--- src/design/two_machine_flow_shop_makespan_top_macros.svh ---
// Assertion macros for the two-machine flow shop makespan block.
// Used by files that assert; each expects clk and rst_n in scope.
`ifndef TWO_MACHINE_FLOW_SHOP_MAKESPAN_TOP_MACROS_SVH
`define TWO_MACHINE_FLOW_SHOP_MAKESPAN_TOP_MACROS_SVH

// same-cycle implication
`define TMS_ASSERT_NOW(label, ante, cons) \
  label: assert property (@(posedge clk) disable iff (!rst_n) (ante) |-> (cons)) \
    else $error("tms assertion failed");

// next-cycle implication
`define TMS_ASSERT_NEXT(label, ante, cons) \
  label: assert property (@(posedge clk) disable iff (!rst_n) (ante) |=> (cons)) \
    else $error("tms assertion failed");

`endif

--- src/design/tms_pkg.sv ---
// Shared types, constants and the Johnson ordering function.
// No dependencies.
package tms_pkg;

  localparam int TIME_W = 16;
  localparam int SPAN_W = 25;
  localparam logic [SPAN_W-1:0] SPAN_MAX = {SPAN_W{1'b1}};

  typedef struct packed {
    logic [TIME_W-1:0] a;
    logic [TIME_W-1:0] b;
  } job_t;

  typedef struct packed {
    logic ins;
    logic shift;
  } cell_ctrl_t;

  // true if job x must run strictly before job y
  function automatic logic goes_before(input job_t x, input job_t y);
    logic x_first;
    logic y_first;
    logic res;
    x_first = x.a < x.b;
    y_first = y.a < y.b;
    if (x_first != y_first) begin
      res = x_first;
    end else if (x_first) begin
      res = x.a < y.a;
    end else begin
      res = x.b > y.b;
    end
    return res;
  endfunction

endpackage

--- src/design/tms_cell.sv ---
// One sorter cell: holds a job, inserts by Johnson order, shifts on sweep.
// Depends on tms_pkg.
module tms_cell (
  input  logic                clk,
  input  tms_pkg::cell_ctrl_t ctrl,
  input  tms_pkg::job_t       job_new,
  input  logic                occ,
  input  logic                left_before,
  input  tms_pkg::job_t       left_job,
  input  tms_pkg::job_t       right_job,
  output tms_pkg::job_t       job_q,
  output logic                ahead
);
  import tms_pkg::*;

  job_t job_r;
  job_t job_nxt;

  assign ahead = !occ || goes_before(job_new, job_r);
  assign job_q = job_r;

  always_comb begin
    job_nxt = job_r;
    if (ctrl.shift) begin
      job_nxt = right_job;
    end else if (ctrl.ins && ahead) begin
      job_nxt = left_before ? left_job : job_new;
    end
  end

  always_ff @(posedge clk) begin
    job_r <= job_nxt;
  end

endmodule

--- config.mk ---
export PLATFORM = sky130hd
export DESIGN_NAME = tms_cell
export DESIGN_NICKNAME = d
export VERILOG_FILES = /design/src/design/two_machine_flow_shop_makespan_top_macros.svh /design/src/design/tms_pkg.sv /design/src/design/tms_cell.sv
export SDC_FILE = /design/constraint.sdc
export NUM_CORES = 1
export LEC_CHECK = 0
export BUFFER_PORTS_ARGS = -buffer_cell sky130_fd_sc_hd__buf_2
export CORE_MARGIN = 1.5
export CORE_UTILIZATION = 44
export DETAILED_ROUTE_END_ITERATION = 6
export PLACE_DENSITY_LB_ADDON = 0.25
export SETUP_SLACK_MARGIN = 0.4
export SYNTH_ARGS = -nofsm -noshare
export SYNTH_HDL_FRONTEND = slang
export SYNTH_SLANG_ARGS = --single-unit
export TNS_END_PERCENT = 5
--- constraint.sdc ---
create_clock -name clk -period 3.2 [get_ports clk]
set_input_delay 0.8 -clock clk [delete_from_list [all_inputs] [get_ports clk]]
set_output_delay 0.8 -clock clk [all_outputs]
set_load 0.01 [all_outputs]
# Word-level counts from Yosys, hierarchy flattened
# Cells that the tools add are included.
# word_totals
wordCells	16
register_bits	32
inputBits	101
# classes
magnitude_cmp	4
n_mux	5
n_eq_ne	1
n_reduce_logical	4
# ops
cell	n
$mux 32	3
$lt 16x16->1	3
$gt 16x16->1	1
$mux 1	2
$reduce_bool 2->1	1
$logic_and 1x1->1	1
$logic_not 1->1	1
$logic_or 1x1->1	1
$ne 1x1->1	1

# Depth between registers and ports, before layout
# logic_depth
depth_word	7
mapped_depth	9
ltp_nobuf	9

# Worst setup path after synthesis
# OpenSTA, ideal clock, no wires.
# synth_path
kind	input to register
start	input port job_new[27] (netlist name)
end	register job_r, in the netlist job_q[0] (enable)
path_buffers	0
arrival_ps	2941
t_required_ps	2812
cell_stages	8
path_slack_ps	-129
path_cell_list	ha_1 > and4_4 > a221oi_2 > a21oi_1 > a211oi_2 > a211oi_2 > o31ai_1 > a211o_1
# synth_via
elab_chain_cells	6
elab_cells_between_ends	8
classes_between	order compare (2); eq/ne (1); mux (2); reduce/logical (3)
# synth_rtl
item	line_no	text
start: declaration	tms_cell.sv:6	input tms_pkg::job_t job_new,
$lt 16x16->1, on equally long branches	tms_pkg.sv:29, tms_pkg.sv:24	
$mux 1 or $ne 1x1->1 (tied branches)	tms_pkg.sv:28, tms_pkg.sv:26	
$mux 1 *	tms_pkg.sv:26	if (x_first != y_first) begin
$logic_or 1x1->1 *	tms_cell.sv:19	assign ahead = !occ || goes_before(job_new, job_r);
$logic_and 1x1->1 *	tms_cell.sv:26	end else if (ctrl.ins && ahead) begin
$reduce_bool 2->1 (no line) *	-	
end signal: assignment	tms_cell.sv:32	job_r <= job_nxt;
end: declaration	tms_cell.sv:16	job_t job_r;
# Mark *: on every way between the ends. The rest lies on a longest branch, timed or not.
# A chain may end at the register's enable or synchronous reset.

# Final worst setup path
# layout_path
start	input port job_new[15] (netlist name)
end	output port ahead
# layout_via
elab_chain_cells	4
elab_cells_between_ends	6
classes_between	order compare (2); eq/ne (1); mux (2); reduce/logical (1)
# layout_rtl
item	line_no	text
$gt 16x16->1 or $lt 16x16->1 (tied branches)	tms_pkg.sv:31, tms_pkg.sv:24	
$mux 1 or $ne 1x1->1 (tied branches)	tms_pkg.sv:28, tms_pkg.sv:26	
$mux 1 *	tms_pkg.sv:26	
$logic_or 1x1->1 *	tms_cell.sv:19	
end: declaration	tms_cell.sv:12	output logic ahead
# Marks and branches as above.

==> out/summary.md <==
The total of buffers placed on input and output ports is 133, and the number of H-tree levels is 2. The multiplexer share of the synthesized area was 0.102; the total CTS buffers was 5. The via count of the first global-routing pass is 2845, and the number of flops mapped to enable cells by yosys is 32. In this run the standard cell core region covers 6830 µm². For the fmax, the log shows 0.300 GHz.

After synthesis, the largest family of logic cells by area is adder cells. The routability congestion estimate is 0.808, and the number of buffers on the longest clock path is 2. STA classifies the critical path startpoint as an input port.

The synthesized-area fraction occupied by and/or/nand/nor cells is 0.104, and the number of non-filler instances in the completed layout is 581. For the worst setup path, the data required time is 2.40 ns. Leading register cell type out of synthesis: sky130_fd_sc_hd__edfxtp_1. The run gives 0.59 ns as the internal reg-to-reg setup slack. The post-synthesis share of cell area spent on full adders, half adders and majority gates is 0.243.

The area growth from synthesis to layout is 38.4%. Sorting the synthesized cells by how often they occur yields sky130_fd_sc_hd__ha_1, sky130_fd_sc_hd__inv_1, sky130_fd_sc_hd__nand2_1. The synthesized netlist occupies a cell area of 3140 µm².

The layout cell share with drive strength beyond 1 was 0.386. The synthesized design spends more area on one cell type than any other, namely sky130_fd_sc_hd__edfxtp_1. The die is 87.4 µm wide. In this run the power spent charging and discharging nets is 550 µW. The xor and xnor area share after synthesis came out at 0. In the final design database the tool counted 647 nets. The fraction of the mapped netlist area in compound gates is 0.173, and the all-layer global routing usage is 0.219.

During synthesis, Yosys emitted a total of 0 warnings. The switching share of power is 0.354. For the total negative slack for setup checks, the log shows -0.138 ns.

sky130_fd_sc_hd__ha_1 is the most common cell in the netlist. The number of flip-flops under the largest register name works out to 32. The die area is 7640 µm², and the final antenna-violating net count is 0. CTS saw 32 sinks. Yosys attributes the largest share of cell area to sky130_fd_sc_hd__edfxtp_1, sky130_fd_sc_hd__ha_1, sky130_fd_sc_hd__mux2i_1. Diode insertion count for antenna repair: 0. In this run the count of I/O pins placed on the die edge is 134.

The flow ran to the end, but the final reports show violations. TritonCTS built the clock tree. The cell count after placement came out at 574.

The final critical-path share of the clock period works out to 1.04. The run gives 0 as the hold-fix buffer count after cts. Along the worst path, the maximum fanout reaches 3.

The worst-case IR drop observed on VDD is 0.211 mV. The combined area of the multi-input logic cells was 2160 µm²; the clock network power share was 0.192. Detailed placement finished with a half-perimeter wire length of 6730 µm. The total vias in the final route came out at 2971. The cell count after synthesis came out at 338.

The largest clock skew in the final design came out at 0.00839 ns. The logic gate share of total power was 0.439; the share of synthesized registers carrying an async set or reset was 0. The total overflow left after global routing is 0.

The number of hold violations in the final report is 0. For the distinct cell type count of the synthesized netlist, the log shows 36. The post-detailed-routing wire length was 8420 µm; the static leakage power was 0.00222 µW.

The via density per instance was 5.11; the buffers inserted during post-CTS setup optimization was 0. The final reports fail on negative setup slack. STA classifies the critical path endpoint as an output pin.

The worst min-delay path class was input port to flop. Wire length of the first global-routing pass: 12800 µm. Starting utilization of the core area: 0.459. For the total nets after synthesis, the log shows 500.

The first detailed-routing pass ran for 4 iterations. The arrival time of data at the critical path endpoint is 2.54 ns, and the total power density per cell area is 357 nW/µm². By startpoint and endpoint, the worst setup path is classified as input port to output pin. After filler insertion, the fill cell instance count of the layout stands at 592. The CTS clock-pin slew for the worst setup and hold paths came out at 0.07 ns.

The tools report the number of antenna violations at the first check in global routing as 0. A synthesized cell averages 9.28 µm². For the post-layout total power, the log shows 1550 µW. After floorplanning, the core was divided into 30 placement rows. Setup repair after global routing could not meet its margin everywhere. The run gives 0 as the final-report max-slew violation count. The master cell of the clock root buffer was sky130_fd_sc_hd__clkbuf_8. The portion of the post-synthesis area used by sequential elements was 0.306; the headroom to the max-slew limit was 0.624. Measured along the y axis, the die boundary spans 87.4 µm. Internal power comes to 1000 µW. The first-iteration detailed-routing DRC count was 79.

The logs give -0.138 ns for the worst setup margin and 0 for the post-route DRC violation count. Entering global routing, the biggest net connects 39 pins. The total setup violations reported at the end of the flow is 1. The count of max-cap constraint violations is 0, and the share of total power in sequential cells is 0.370. The latest clock arrival within the worst-skew pair is 0.29 ns, and the slew at the pin closest to its max-slew limit is 0.565 ns. Registers take 961 µm².

The area share of the leading cell type in the synthesized netlist works out to 0.306. The post-layout utilization of the core is 0.635. In the final routed layout, each cell accounts on average for 14.5 µm. Synthesis inferred 32 register bits. Counting I/O delays and the setup requirement, the final critical path takes 3.34 ns.
==> repair_timing <==
| item | CTS | global route |
|---|---|---|
| endpoints found under the setup margin | 33 | 33 |
| pin swaps | 2 | 8 |
| resized for setup | 6 | 17 |
==> cell usage in the layout (no fill, tap or decap), types with 4 or more instances in the layout <==
cell                         n
sky130_fd_sc_hd__mux2i_1    32
sky130_fd_sc_hd__nand4_1     6
sky130_fd_sc_hd__ha_4       13
sky130_fd_sc_hd__o21ai_1     5
sky130_fd_sc_hd__a21oi_1    13
sky130_fd_sc_hd__a21o_1      5
sky130_fd_sc_hd__inv_1      44
sky130_fd_sc_hd__clkbuf_8    5
sky130_fd_sc_hd__o21ai_0    36
sky130_fd_sc_hd__nand2_1    41
sky130_fd_sc_hd__edfxtp_1   32
sky130_fd_sc_hd__nor2_1      7
sky130_fd_sc_hd__buf_4      19
sky130_fd_sc_hd__o211ai_1    4
sky130_fd_sc_hd__buf_2     128
sky130_fd_sc_hd__nor2b_1     4
sky130_fd_sc_hd__ha_1       48
==> per-stage QoR <==
stage / hold WS (ns) / instance area [µm²] / setup WS [ns]
2_1_floorplan: 0.987 / 3210 / 0.255
3_3_place_gp: 1.08 / 4110 / -0.237
3_5_place_dp: 1.09 / 4110 / -0.263
4_1_cts: 0.786 / 4240 / -0.155
5_1_grt: 0.797 / 4340 / -0.225
6_report: 0.788 / 4340 / -0.138
==> cell families (layout without fill, tap and decap cells) <==
group                      Yosys count  count (layout)
DFF                                 32              32
and+or+nand+nor                     71              71
buffers and inverters               58             205
muxes                               32              32
AOI/OAI and AO/OA                   84              84
adders and majority gates           61              61
==> routing by layer <==
layer	GRT usage	part of all wire	wire, µm	vias to the layer above
met5	0	0	0	-
met4	0.0519	0.0086	72	0
met3	0.0427	0.059	494	8
met2	0.388	0.50	4180	93
met1	0.274	0.44	3670	1351
li1	-	-	-	1519
==> worst paths after layout <==
path,depth (start not counted),end,start
hold reg to reg,6,job_q[2]$_DFFE_PP_,job_q[31]$_DFFE_PP_
hold / removal,3,job_q[21]$_DFFE_PP_,right_job[21]
setup reg to reg,10,job_q[15]$_DFFE_PP_,job_q[27]$_DFFE_PP_
setup / recovery,10,ahead,job_new[15]
==> power by group through the flow <==
stage,logic (µW),registers [µW],clock network [µW]
2_1_floorplan,354,600,0
3_3_place_gp,613,580,0
3_5_place_dp,633,582,0
4_1_cts,652,573,301
5_1_grt,769,580,321
6_report,681,573,297
==> cell type report <==
class	count	area share
Sequential cell	32	0.221
Multi-Input combinational cell	248	0.498
Clock buffer	5	0.0159
Timing Repair Buffer	151	0.195
Tap cell	96	0.0277
Clock inverter	2	0.00173
Inverter	47	0.0406
==> critical path, stage by stage <==
cell and delay, ns:
sky130_fd_sc_hd__buf_4 0.13, sky130_fd_sc_hd__ha_4 0.26, sky130_fd_sc_hd__nand4_1 0.21, sky130_fd_sc_hd__nor4_4 0.30, sky130_fd_sc_hd__a21bo_1 0.24, sky130_fd_sc_hd__o211ai_1 0.09, sky130_fd_sc_hd__o211ai_1 0.14, sky130_fd_sc_hd__o31ai_2 0.10
sky130_fd_sc_hd__nand2b_4 0.18, sky130_fd_sc_hd__buf_6 0.09
Power figures use the tool's default switching activity.
