==> src/design/two_machine_flow_shop_makespan_top_macros.svh <==
// Assertion macros for the two-machine flow shop makespan block.
// Used by files that assert; each expects clk and rst_n in scope.
`ifndef TWO_MACHINE_FLOW_SHOP_MAKESPAN_TOP_MACROS_SVH
`define TWO_MACHINE_FLOW_SHOP_MAKESPAN_TOP_MACROS_SVH

// same-cycle implication
`define TMS_ASSERT_NOW(label, ante, cons) \
  label: assert property (@(posedge clk) disable iff (!rst_n) (ante) |-> (cons)) \
    else $error("tms assertion failed");

// next-cycle implication
`define TMS_ASSERT_NEXT(label, ante, cons) \
  label: assert property (@(posedge clk) disable iff (!rst_n) (ante) |=> (cons)) \
    else $error("tms assertion failed");

`endif

==> src/design/tms_pkg.sv <==
// Shared types, constants and the Johnson ordering function.
// No dependencies.
package tms_pkg;

  localparam int TIME_W = 16;
  localparam int SPAN_W = 25;
  localparam logic [SPAN_W-1:0] SPAN_MAX = {SPAN_W{1'b1}};

  typedef struct packed {
    logic [TIME_W-1:0] a;
    logic [TIME_W-1:0] b;
  } job_t;

  typedef struct packed {
    logic ins;
    logic shift;
  } cell_ctrl_t;

  // true if job x must run strictly before job y
  function automatic logic goes_before(input job_t x, input job_t y);
    logic x_first;
    logic y_first;
    logic res;
    x_first = x.a < x.b;
    y_first = y.a < y.b;
    if (x_first != y_first) begin
      res = x_first;
    end else if (x_first) begin
      res = x.a < y.a;
    end else begin
      res = x.b > y.b;
    end
    return res;
  endfunction

endpackage

==> src/design/tms_acc.sv <==
// Two-stage makespan accumulator: A-finish prefix, then B-finish update.
// Depends on tms_pkg.
module tms_acc #(
  parameter int ACC_W = 25
) (
  input  logic                      clk,
  input  logic                      rst_n,
  input  logic                      clear,
  input  logic                      take,
  input  tms_pkg::job_t             job,
  output logic                      pending,
  output logic [tms_pkg::SPAN_W-1:0] span
);
  import tms_pkg::*;

  localparam int CMP_W = (ACC_W > SPAN_W) ? ACC_W : SPAN_W;

  logic [ACC_W-1:0]  fa_r, fa_nxt;
  logic [ACC_W-1:0]  fb_r, fb_nxt;
  logic [TIME_W-1:0] b_r;
  logic              s1_v_r, s1_v_nxt;
  logic [ACC_W-1:0]  fmax;
  logic [CMP_W-1:0]  fb_wide;

  assign fmax    = (fa_r > fb_r) ? fa_r : fb_r;
  assign fb_wide = CMP_W'(fb_r);
  assign span    = (fb_wide > CMP_W'(SPAN_MAX)) ? SPAN_MAX : fb_wide[SPAN_W-1:0];
  assign pending = s1_v_r;

  always_comb begin
    fa_nxt   = fa_r;
    fb_nxt   = fb_r;
    s1_v_nxt = take;
    if (s1_v_r) begin
      fb_nxt = fmax + ACC_W'(b_r);
    end
    if (take) begin
      fa_nxt = fa_r + ACC_W'(job.a);
    end
    if (clear) begin
      fa_nxt   = '0;
      fb_nxt   = '0;
      s1_v_nxt = 1'b0;
    end
  end

  always_ff @(posedge clk) begin
    if (!rst_n) begin
      s1_v_r <= 1'b0;
    end else begin
      s1_v_r <= s1_v_nxt;
    end
  end

  always_ff @(posedge clk) begin
    fa_r <= fa_nxt;
    fb_r <= fb_nxt;
    if (take) begin
      b_r <= job.b;
    end
  end

endmodule

==> config.mk <==
export PLATFORM = sky130hd
export DESIGN_NAME = tms_acc
export DESIGN_NICKNAME = d
export VERILOG_FILES = /design/src/design/two_machine_flow_shop_makespan_top_macros.svh /design/src/design/tms_pkg.sv /design/src/design/tms_acc.sv
export SDC_FILE = /design/constraint.sdc
export NUM_CORES = 1
export LEC_CHECK = 0
export ABC_AREA = 1
export ABC_CLOCK_PERIOD_IN_PS = 5000
export CAP_MARGIN = 20
export CELL_PAD_IN_SITES_DETAIL_PLACEMENT = 1
export CELL_PAD_IN_SITES_GLOBAL_PLACEMENT = 1
export CORE_MARGIN = 4
export CORE_UTILIZATION = 47
export CTS_CLUSTER_DIAMETER = 30
export DETAILED_ROUTE_END_ITERATION = 10
export DONT_BUFFER_PORTS = 1
export MAX_ROUTING_LAYER = met4
export PLACE_DENSITY = 0.81
export SLEW_MARGIN = 20
export SYNTH_ARGS = -nofsm -noshare
export SYNTH_HDL_FRONTEND = slang
export SYNTH_SLANG_ARGS = --single-unit
==> constraint.sdc <==
create_clock -name clk -period 5 [get_ports clk]
set_input_delay 0.25 -clock clk [delete_from_list [all_inputs] [get_ports clk]]
set_output_delay 0.25 -clock clk [all_outputs]
set_load 0.005 [all_outputs]
; ---- Word-level counts from Yosys, hierarchy flattened
; Index checks and enable logic that the tools add are counted.
[op_classes]
magnitude_cmp = 2
n_addsub = 2
reduce_logical = 1
mux = 2
bitwise = 1
[ops]
columns = op, count
row1 = adder 25 x 16 -> 25 bit, 2
row2 = two-way mux 25 bit, 2
row3 = greater-than comparator 25 bit, 1
row4 = "greater-than comparator 25 bit, second input constant", 1
row5 = OR reduction 2 bit, 1
row6 = NOT 1 bit, 1
[word_totals]
out_inout_bits = 26
input_bits = 36
word_cells = 12
ff_bits = 67

; ---- Longest topological paths before layout
; Gate-level depths: netlist of the first run.
[logic_depth]
depth_word = 3
ltp_mapped = 29
mapped_depth_nobuf = 27

; ---- Worst setup path after synthesis of the first run
; OpenSTA, ideal clock, no wires.
[synth_path]
kind = register to register
startpoint = reg fb_r[16]
endpoint = reg fb_r[14]
n_path_buf = 2
arrival_time_ns = 3.599
synth_period_minus_slack_ns = 3.715
stages_incl_launch_ff = 26
setup_slack_ns = 1.285
cell_sequence = dfxtp_1 -> inv_1 -> ha_1 -> nand2_1 -> nor2_1 -> nand4_1 -> nor2_4 -> nand4_4 -> nand2_4 -> buf_6 -> buf_2 -> nand2_1 -> o21ai_0 -> ha_1 -> inv_1 -> fa_1 -> o21ai_1 -> a31oi_1 -> o21ai_1 -> inv_1 -> o21ai_0 -> nand2_1 -> nand2_1 -> nor2_1 -> o21ai_0 -> inv_1
[synth_via]
elab_chain_cells = 3
[synth_lines]
columns = item, line
row1 = start: declaration, tms_acc.sv:19  ; logic [ACC_W-1:0] fb_r, fb_nxt;
row2 = start signal: assignment, tms_acc.sv:57  ; fb_r <= fb_nxt;
row3 = greater-than comparator 25 bit, tms_acc.sv:25  ; assign fmax = (fa_r > fb_r) ? fa_r : fb_r;
row4 = two-way mux 25 bit, tms_acc.sv:25
row5 = adder 25 x 16 -> 25 bit, tms_acc.sv:35  ; fb_nxt = fmax + ACC_W'(b_r);
; Every way passes these cells.
; A chain may end at the register's enable or synchronous reset.

; ---- Final worst setup path of the first run
[layout_path]
startpoint = reg fb_r[16]
endpoint = reg fb_r[20]
[layout_via]
elab_chain_cells = 3
[layout_lines]
columns = item, line
row1 = greater-than comparator 25 bit, tms_acc.sv:25
row2 = two-way mux 25 bit (*), tms_acc.sv:25
row3 = adder 25 x 16 -> 25 bit (*), tms_acc.sv:35
; Mark *: on every way between the ends. The rest lies on a longest branch, timed or not.

==> results of run 1 <==
## registers in the layout, indices dropped and copies added (netlist names)
name	count
pending	1
fa_r	25
fb_r	25
b_r	16
## metal layers
layer / GRT usage (%) / up-vias / routed length [µm]
met5: - / - / 0
met4: 6.09 / 0 / 208
met3: 7.12 / 23 / 739
met2: 44.9 / 87 / 7840
met1: 28.5 / 2226 / 6290
li1: - / 2364 / -
## final timing paths
check | depth (start not counted) | startpoint | to | slack [ns]
hold / removal | 3 | clear | fa_r[6]$_SDFFE_PP0P_ | 0.04
hold reg to reg | 2 | fa_r[24]$_SDFFE_PP0P_ | fa_r[24]$_SDFFE_PP0P_ | 0.53
setup / recovery | 24 | fb_r[16]$_SDFFE_PP0P_ | fb_r[20]$_SDFFE_PP0P_ | 0.56
setup reg to reg | 24 | fb_r[16]$_SDFFE_PP0P_ | fb_r[20]$_SDFFE_PP0P_ | 0.56
## cell type report
| type | instances | area, µm² |
|---|---|---|
| Sequential cell | 67 | 1500 |
| Timing Repair Buffer | 20 | 198 |
| Tap cell | 136 | 170 |
| Multi-Input combinational cell | 506 | 2980 |
| Clock buffer | 10 | 128 |
| Fill cell | 1385 | 4970 |
| Inverter | 121 | 454 |
| Clock inverter | 6 | 56.3 |
## stage by stage
| step | utilization [%] | power, mW | hold slack (ns) |
|---|---|---|---|
| after floorplan | - | 1.11 | 0.349 |
| after global placement | 48.9 | 1.21 | 0.332 |
| after detailed placement | 48.9 | 1.24 | 0.335 |
| after CTS | 52.5 | 1.70 | 0.0163 |
| after global routing | 52.5 | 1.82 | 0.0114 |
| final | 52.5 | 1.69 | 0.0377 |
## power breakdown
part / internal, mW / leakage (nW) / switching [mW]
Sequential: 0.594 / 0.575 / 0.0393
Combinational: 0.221 / 2.00 / 0.391
Clock: 0.226 / 0.0935 / 0.221
## worst max-delay path, cell delays in order, from the launching register on
cell and delay [ns]:
dfxtp_1 0.39, inv_1 0.10, ha_1 0.30, nand2_1 0.07, nor2_1 0.20, nand4_1 0.20, nor2_4 0.16, nand2_1 0.08
nand3_2 0.19, nand2_4 0.22, o21ai_0 0.23, ha_1 0.21, inv_1 0.06, fa_1 0.41, o21ai_1 0.22, a31oi_1 0.18
o21ai_1 0.30, inv_1 0.10, o21a_1 0.24, inv_1 0.12, nand2_1 0.08, nand2_1 0.06, nand2_1 0.04, o21ai_1 0.13
inv_1 0.05
## logic make-up (layout without fill, tap and decap cells)
| family | count (synthesis) | in the layout | synth area share (%) |
|---|---|---|---|
| simple gates | 249 | 249 | 21.6 |
| flops | 67 | 67 | 29.3 |
| xor+xnor | 25 | 25 | 4.28 |
| compound gates | 173 | 173 | 17.7 |
| buf+inv | 164 | 157 | 12.4 |
| fa+ha+maj | 59 | 59 | 14.7 |
## cells in the mapped netlist (2+ instances only)
cell / count
nand2_1: 137
inv_1: 121
a21oi_1: 86
o21ai_0: 60
ha_1: 57
dfxtp_1: 51
nor2_1: 42
clkbuf_1: 39
nand3_1: 31
edfxtp_1: 16
xor2_1: 13
xnor2_1: 12
nand2_2: 11
o21ai_1: 10
nand4_1: 9
nor2_2: 6
nor3_1: 5
o21a_1: 5
a21o_1: 4
a31oi_1: 4
buf_6: 2
fa_1: 2
nand2_4: 2
## repair_timing
item,4_1_cts,5_1_grt
hold buffers,19,0
setup endpoints to repair,0,0
endpoints found under the hold margin,35,0
==> impl_metrics.py, run 1 <==
metrics = {
    "die": {
        "start_util_pct": 48.9,
        "core_area_um2": 10500,
        "ios": 62,
        "chipHeight_um": 112,
        "dieWidth_um": 112,
        "dieArea_um2": 12600,
        "row_count": 37,
    },
    "detailed_routing": {
        "ant_nets": 0,
        "via_per_inst": 5.43,
        "vias": 4700,
        "drc": 0,
        "drt_iter0_markers": 226,
        "firstDrtPassIters": 4,
        "wl_mm": 15.1,
        "wl_per_cell_um": 17.4,
    },
    "clocking": {
        "worstSkewPairLatency_ns": 0.37,
        "cts_root_buffer": "clkbuf_8",
        "cts_tree": "done",
        "cts_buffer_depth": 2,
        "cts_buffers": 9,
        "cts_setup_buffers": 0,
        "cts_resized": 0,
        "clock-sinks": 67,
        "path_clk_slew_ns": 0.08,
        "h-tree-depth": 3,
    },
    "sta": {
        "fmax_mhz": 225,
        "setup_slack_ns": 0.564,
        "tightest_slew_ns": 1.02,
        "max-slew-margin-rel_pct": 31.7,
        "period_needed_ns": 4.44,
        "finalHoldViolations": 0,
        "fin_skew_ns": 0.00816,
        "grt_setup_unrepaired": "no",
        "finalMaxSlewViolations": 0,
        "post-route-period-util_pct": 88.7,
        "finalSetupViolCount": 0,
        "fin_setup_tns_ns": 0,
    },
    "place": {
        "dp_hpwl_mm": 11.3,
        "gp_congestion": 0.843,
        "io_buffers": 0,
        "dpl-instance-area_um2": 5120,
        "dp_cells": 831,
        "pre_cts_ws_ns": 0.608,
    },
    "yosys": {
        "synth_cells": 737,
        "yosysTopAreaCell": "dfxtp_1",
        "ys_seq_area_share_pct": 29.3,
        "synthArstFlopShare_pct": 0,
        "postSynthAreaPerCell_um2": 6.95,
        "netlist.area_leader.share_pct": 19.9,
        "synth_edf_count": 16,
        "synth_nets": 832,
        "synth_area_leaders": "dfxtp_1, ha_1, nand2_1, edfxtp_1, inv_1",
        "ys_warn_count": 0,
        "synthFlopType": "dfxtp_1",
        "ys_seq_elements": 67,
        "syn-cell-area_um2": 5120,
        "ys_types": 35,
    },
    "layout": {
        "area_growth_pct": 7.23,
        "mostFrequentLayoutCell": "nand2_1",
        "layout_common_cells": "nand2_1, inv_1, a21oi_1",
        "finalInstanceArea_um2": 5490,
        "n_antenna_cell": 0,
        "fin_cells": 866,
        "drive_above_1_share_pct": 5.34,
        "fin_nets": 820,
    },
    "global_route": {
        "grt_pass1_vias": 5042,
        "grt-ovfl-total": 0,
        "antenna_found_initial": 0,
        "grt_max_degree": 40,
        "grt_pass1_wl_mm": 25.1,
        "track_usage_pct": 25.4,
    },
    "min_path": {
        "hold_path_class": "in2reg",
    },
    "critical_path": {
        "cp.arrival_ns": 4.71,
        "path_max_fanout": 27,
        "path_class": "reg2reg",
        "required_ns": 5.27,
        "cp-end-kind": "flip-flop",
        "startpoint_type": "flip-flop",
    },
    "power_and_ir_drop": {
        "peakVddDrop_v": 0.000235,
        "power.density_nw_per_um2": 308,
        "leakage_nw": 2.67,
    },
    "status": {
        "status": "completed",
    },
    "run": {
        "cap_violations": 0,
    },
}
No activity file was read; power rests on OpenSTA's default activity.
==> run 2: changes to the inputs <==
--- a/config.mk
+++ b/config.mk
@@ -7,3 +7,2 @@
 export LEC_CHECK = 0
-export ABC_AREA = 1
 export ABC_CLOCK_PERIOD_IN_PS = 5000
@@ -13,3 +12,3 @@
 export CORE_MARGIN = 4
-export CORE_UTILIZATION = 47
+export CORE_UTILIZATION = 49
 export CTS_CLUSTER_DIAMETER = 30
--- a/constraint.sdc
+++ b/constraint.sdc
@@ -3,2 +3,2 @@
 set_output_delay 0.25 -clock clk [all_outputs]
-set_load 0.005 [all_outputs]
+set_load 0.02 [all_outputs]
==> run 2 against run 1 <==
Clock skew up 0.0029 ns. Design area rose by 2.6%. Sequential power increased by 5.7%. Largest cell class unchanged. Critical endpoint is now fb_r[22]$_SDFFE_PP0P_.
==> impl_metrics.py, run 2 <==
metrics = {
    "die": {
        "chipHeight_um": 110,
        "dieArea_um2": 12000,
        "row_count": 36,
        "start_util_pct": 51.0,
        "core_area_um2": 9910,
        "dieWidth_um": 110,
        "ios": 62,
    },
    "layout": {
        "drive_above_1_share_pct": 10.3,
        "top_regs": "fa_r x25, fb_r x25, b_r x16",
        "layout_common_cells": "ha_1, nor2_1, dfxtp_1",
        "area_growth_pct": 11.5,
        "fillCellCount": 1189,
        "mostFrequentLayoutCell": "ha_1",
        "utilization_pct": 56.9,
        "fin_nets": 709,
        "ff_latch_area_um2": 1500,
        "multi_input_area_um2": 3240,
        "finalInstanceArea_um2": 5640,
    },
    "place": {
        "dp_hpwl_mm": 11.3,
        "gp_congestion": 0.887,
        "dpl-instance-area_um2": 5270,
        "io_buffers": 0,
    },
    "min_path": {
        "worstHoldStart": "rst_n",
        "hold_path_class": "in2reg",
    },
    "power_and_ir_drop": {
        "switching_share_pct": 45.1,
        "power.switching_mw": 1.06,
        "power_frac_seq_pct": 28.5,
        "leakage_nw": 2.39,
        "power.density_nw_per_um2": 416,
        "internal-power_mw": 1.29,
        "pwr-share-comb_pct": 54.9,
        "peakVddDrop_v": 0.000313,
        "clockPowerShare_pct": 16.6,
    },
    "global_route": {
        "antenna_found_initial": 1,
        "grt_pass1_wl_mm": 24.8,
        "grt-ovfl-total": 0,
        "grt_max_degree": 50,
        "track_usage_pct": 27.7,
        "grt_pass1_vias": 4896,
    },
    "yosys": {
        "synthFlopType": "dfxtp_1",
        "synth_edf_count": 16,
        "ys_warn_count": 0,
        "yosysTopAreaCell": "dfxtp_1",
        "ys_seq_area_share_pct": 29.7,
        "syn-cell-area_um2": 5050,
        "synth_nets": 696,
        "synth_area_leaders": "dfxtp_1, ha_1, edfxtp_1, mux2i_1, xnor2_1",
        "postSynthAreaPerCell_um2": 8.41,
        "ys_types": 65,
        "synth_cells": 601,
        "synthArstFlopShare_pct": 0,
        "ys_seq_elements": 67,
        "synthTopCellsByCount": "ha_1, dfxtp_1, nor2_1",
        "netlist.area_leader.share_pct": 20.2,
        "yosysMostFrequentCell": "ha_1",
    },
    "critical_path": {
        "reg2reg_from": "fb_r[24]$_SDFFE_PP0P_",
        "path_class": "reg2reg",
        "critPathLaunch": "fb_r[24]$_SDFFE_PP0P_",
        "required_ns": 5.23,
        "path_max_fanout": 9,
        "cp.arrival_ns": 5.03,
        "startpoint_type": "flip-flop",
        "cp-end-kind": "flip-flop",
    },
    "sta": {
        "fin_skew_ns": 0.0110,
        "finalMaxSlewViolations": 0,
        "finalHoldViolations": 0,
        "period_needed_ns": 4.80,
        "tightest_slew_ns": 0.820,
        "post-route-period-util_pct": 96.0,
        "fin_setup_tns_ns": 0,
        "finalSetupViolCount": 0,
        "max-slew-margin-rel_pct": 45.2,
        "fmax_mhz": 208,
    },
    "run": {
        "cap_violations": 0,
    },
    "clocking": {
        "cts_tree": "done",
        "cts_root_buffer": "clkbuf_8",
        "worstSkewPairLatency_ns": 0.37,
        "path_clk_slew_ns": 0.07,
        "clock-sinks": 67,
        "cts_buffer_depth": 2,
        "h-tree-depth": 3,
        "cts_buffers": 9,
    },
    "detailed_routing": {
        "ant_nets": 0,
        "drc": 0,
        "wl_per_cell_um": 20.0,
        "via_per_inst": 6.05,
        "vias": 4558,
        "firstDrtPassIters": 4,
        "wl_mm": 15.1,
        "drt_iter0_markers": 185,
    },
    "status": {
        "status": "completed",
    },
}
## run 2: cell types whose count changed after synthesis, sizes merged, moves of 9 or more
cell   delta
a31oi     +9
a21oi    -44
mux2i    +29
nand3    -15
a21o     +10
o21ai    -36
xnor2    +11
nand2   -106
inv      -79
## run 2: critical path, cell delays in order, from the launching register on
cell	delay, ns
dfxtp_1	0.34
inv_1	0.10
ha_1	0.32
nand4_1	0.26
nor4_2	0.43
nand4_1	0.23
clkinv_1	0.16
a21oi_4	0.07
mux2_2	0.25
ha_1	0.18
inv_1	0.07
fa_1	0.40
nand2b_1	0.20
a21oi_2	0.24
o211a_1	0.23
o211ai_2	0.12
a21oi_2	0.24
o2111ai_1	0.25
nor4b_2	0.26
a311oi_2	0.20
o41ai_1	0.12
## run 2: worst paths after layout
kind,slack [ns],depth (start not counted),end
worst max-delay path,0.20,20,fb_r[22]$_SDFFE_PP0P_
worst min-delay path,0.04,1,pending$_SDFF_PP0_
worst max register to register,0.20,20,fb_r[22]$_SDFFE_PP0P_
worst min register to register,0.58,2,fa_r[1]$_SDFFE_PP0P_
## run 2: cells by family after synthesis
family | after synthesis | synth area share, %
XOR/XNOR | 34 | 5.89
AO/OA/AOI/OAI | 152 | 20.4
AND/OR/NAND/NOR | 170 | 16.1
multiplexers | 31 | 6.19
adder cells (fa/ha/maj) | 59 | 14.9
flip-flops | 67 | 29.7
buffers and inverters | 88 | 6.71
## run 2: power by group through the flow
stage	sequential, mW	combinational (mW)	clock (mW)
final	0.669	1.29	0.388
after global routing	0.673	1.43	0.424
after CTS	0.667	1.27	0.401
after detailed placement	0.679	1.23	0
after global placement	0.676	1.17	0
after floorplan	0.655	0.955	0
## run 2: metrics by stage
stage / hold WS [ns] / instances / setup slack, ns / power (mW)
final: 0.0374 / 753 / 0.200 / 2.34
after global routing: 0.0302 / 753 / -0.0123 / 2.53
after CTS: 0.0216 / 752 / 0.0403 / 2.34
after detailed placement: 0.327 / 718 / 0.104 / 1.91
after global placement: 0.326 / 718 / 0.295 / 1.85
after floorplan: 0.349 / 601 / 0.342 / 1.61
## run 2: what timing repair did
action,CTS,global route
buffers inserted,0,0
hold buffers,18,0
gates resized for setup,0,6
endpoints found under the setup margin,0,6
endpoints found under the hold margin,81,0
## run 2: per-layer routing
layer	share of wire, %	vias up	wire, µm	global-route usage (%)
li1	-	2161	-	-
met1	43	2244	6550	33.1
met2	48	128	7280	44.7
met3	6.2	25	942	6.64
met4	2.1	0	316	11.8
met5	0	-	0	-
## run 2: cell type report
class | count | share of cell area (%)
Antenna cell | 1 | 0.0444
Clock buffer | 11 | 2.33
Clock inverter | 5 | 0.377
Inverter | 43 | 2.86
Multi-Input combinational cell | 446 | 57.5
Sequential cell | 67 | 26.7
Tap cell | 133 | 2.95
Timing Repair Buffer | 47 | 7.24
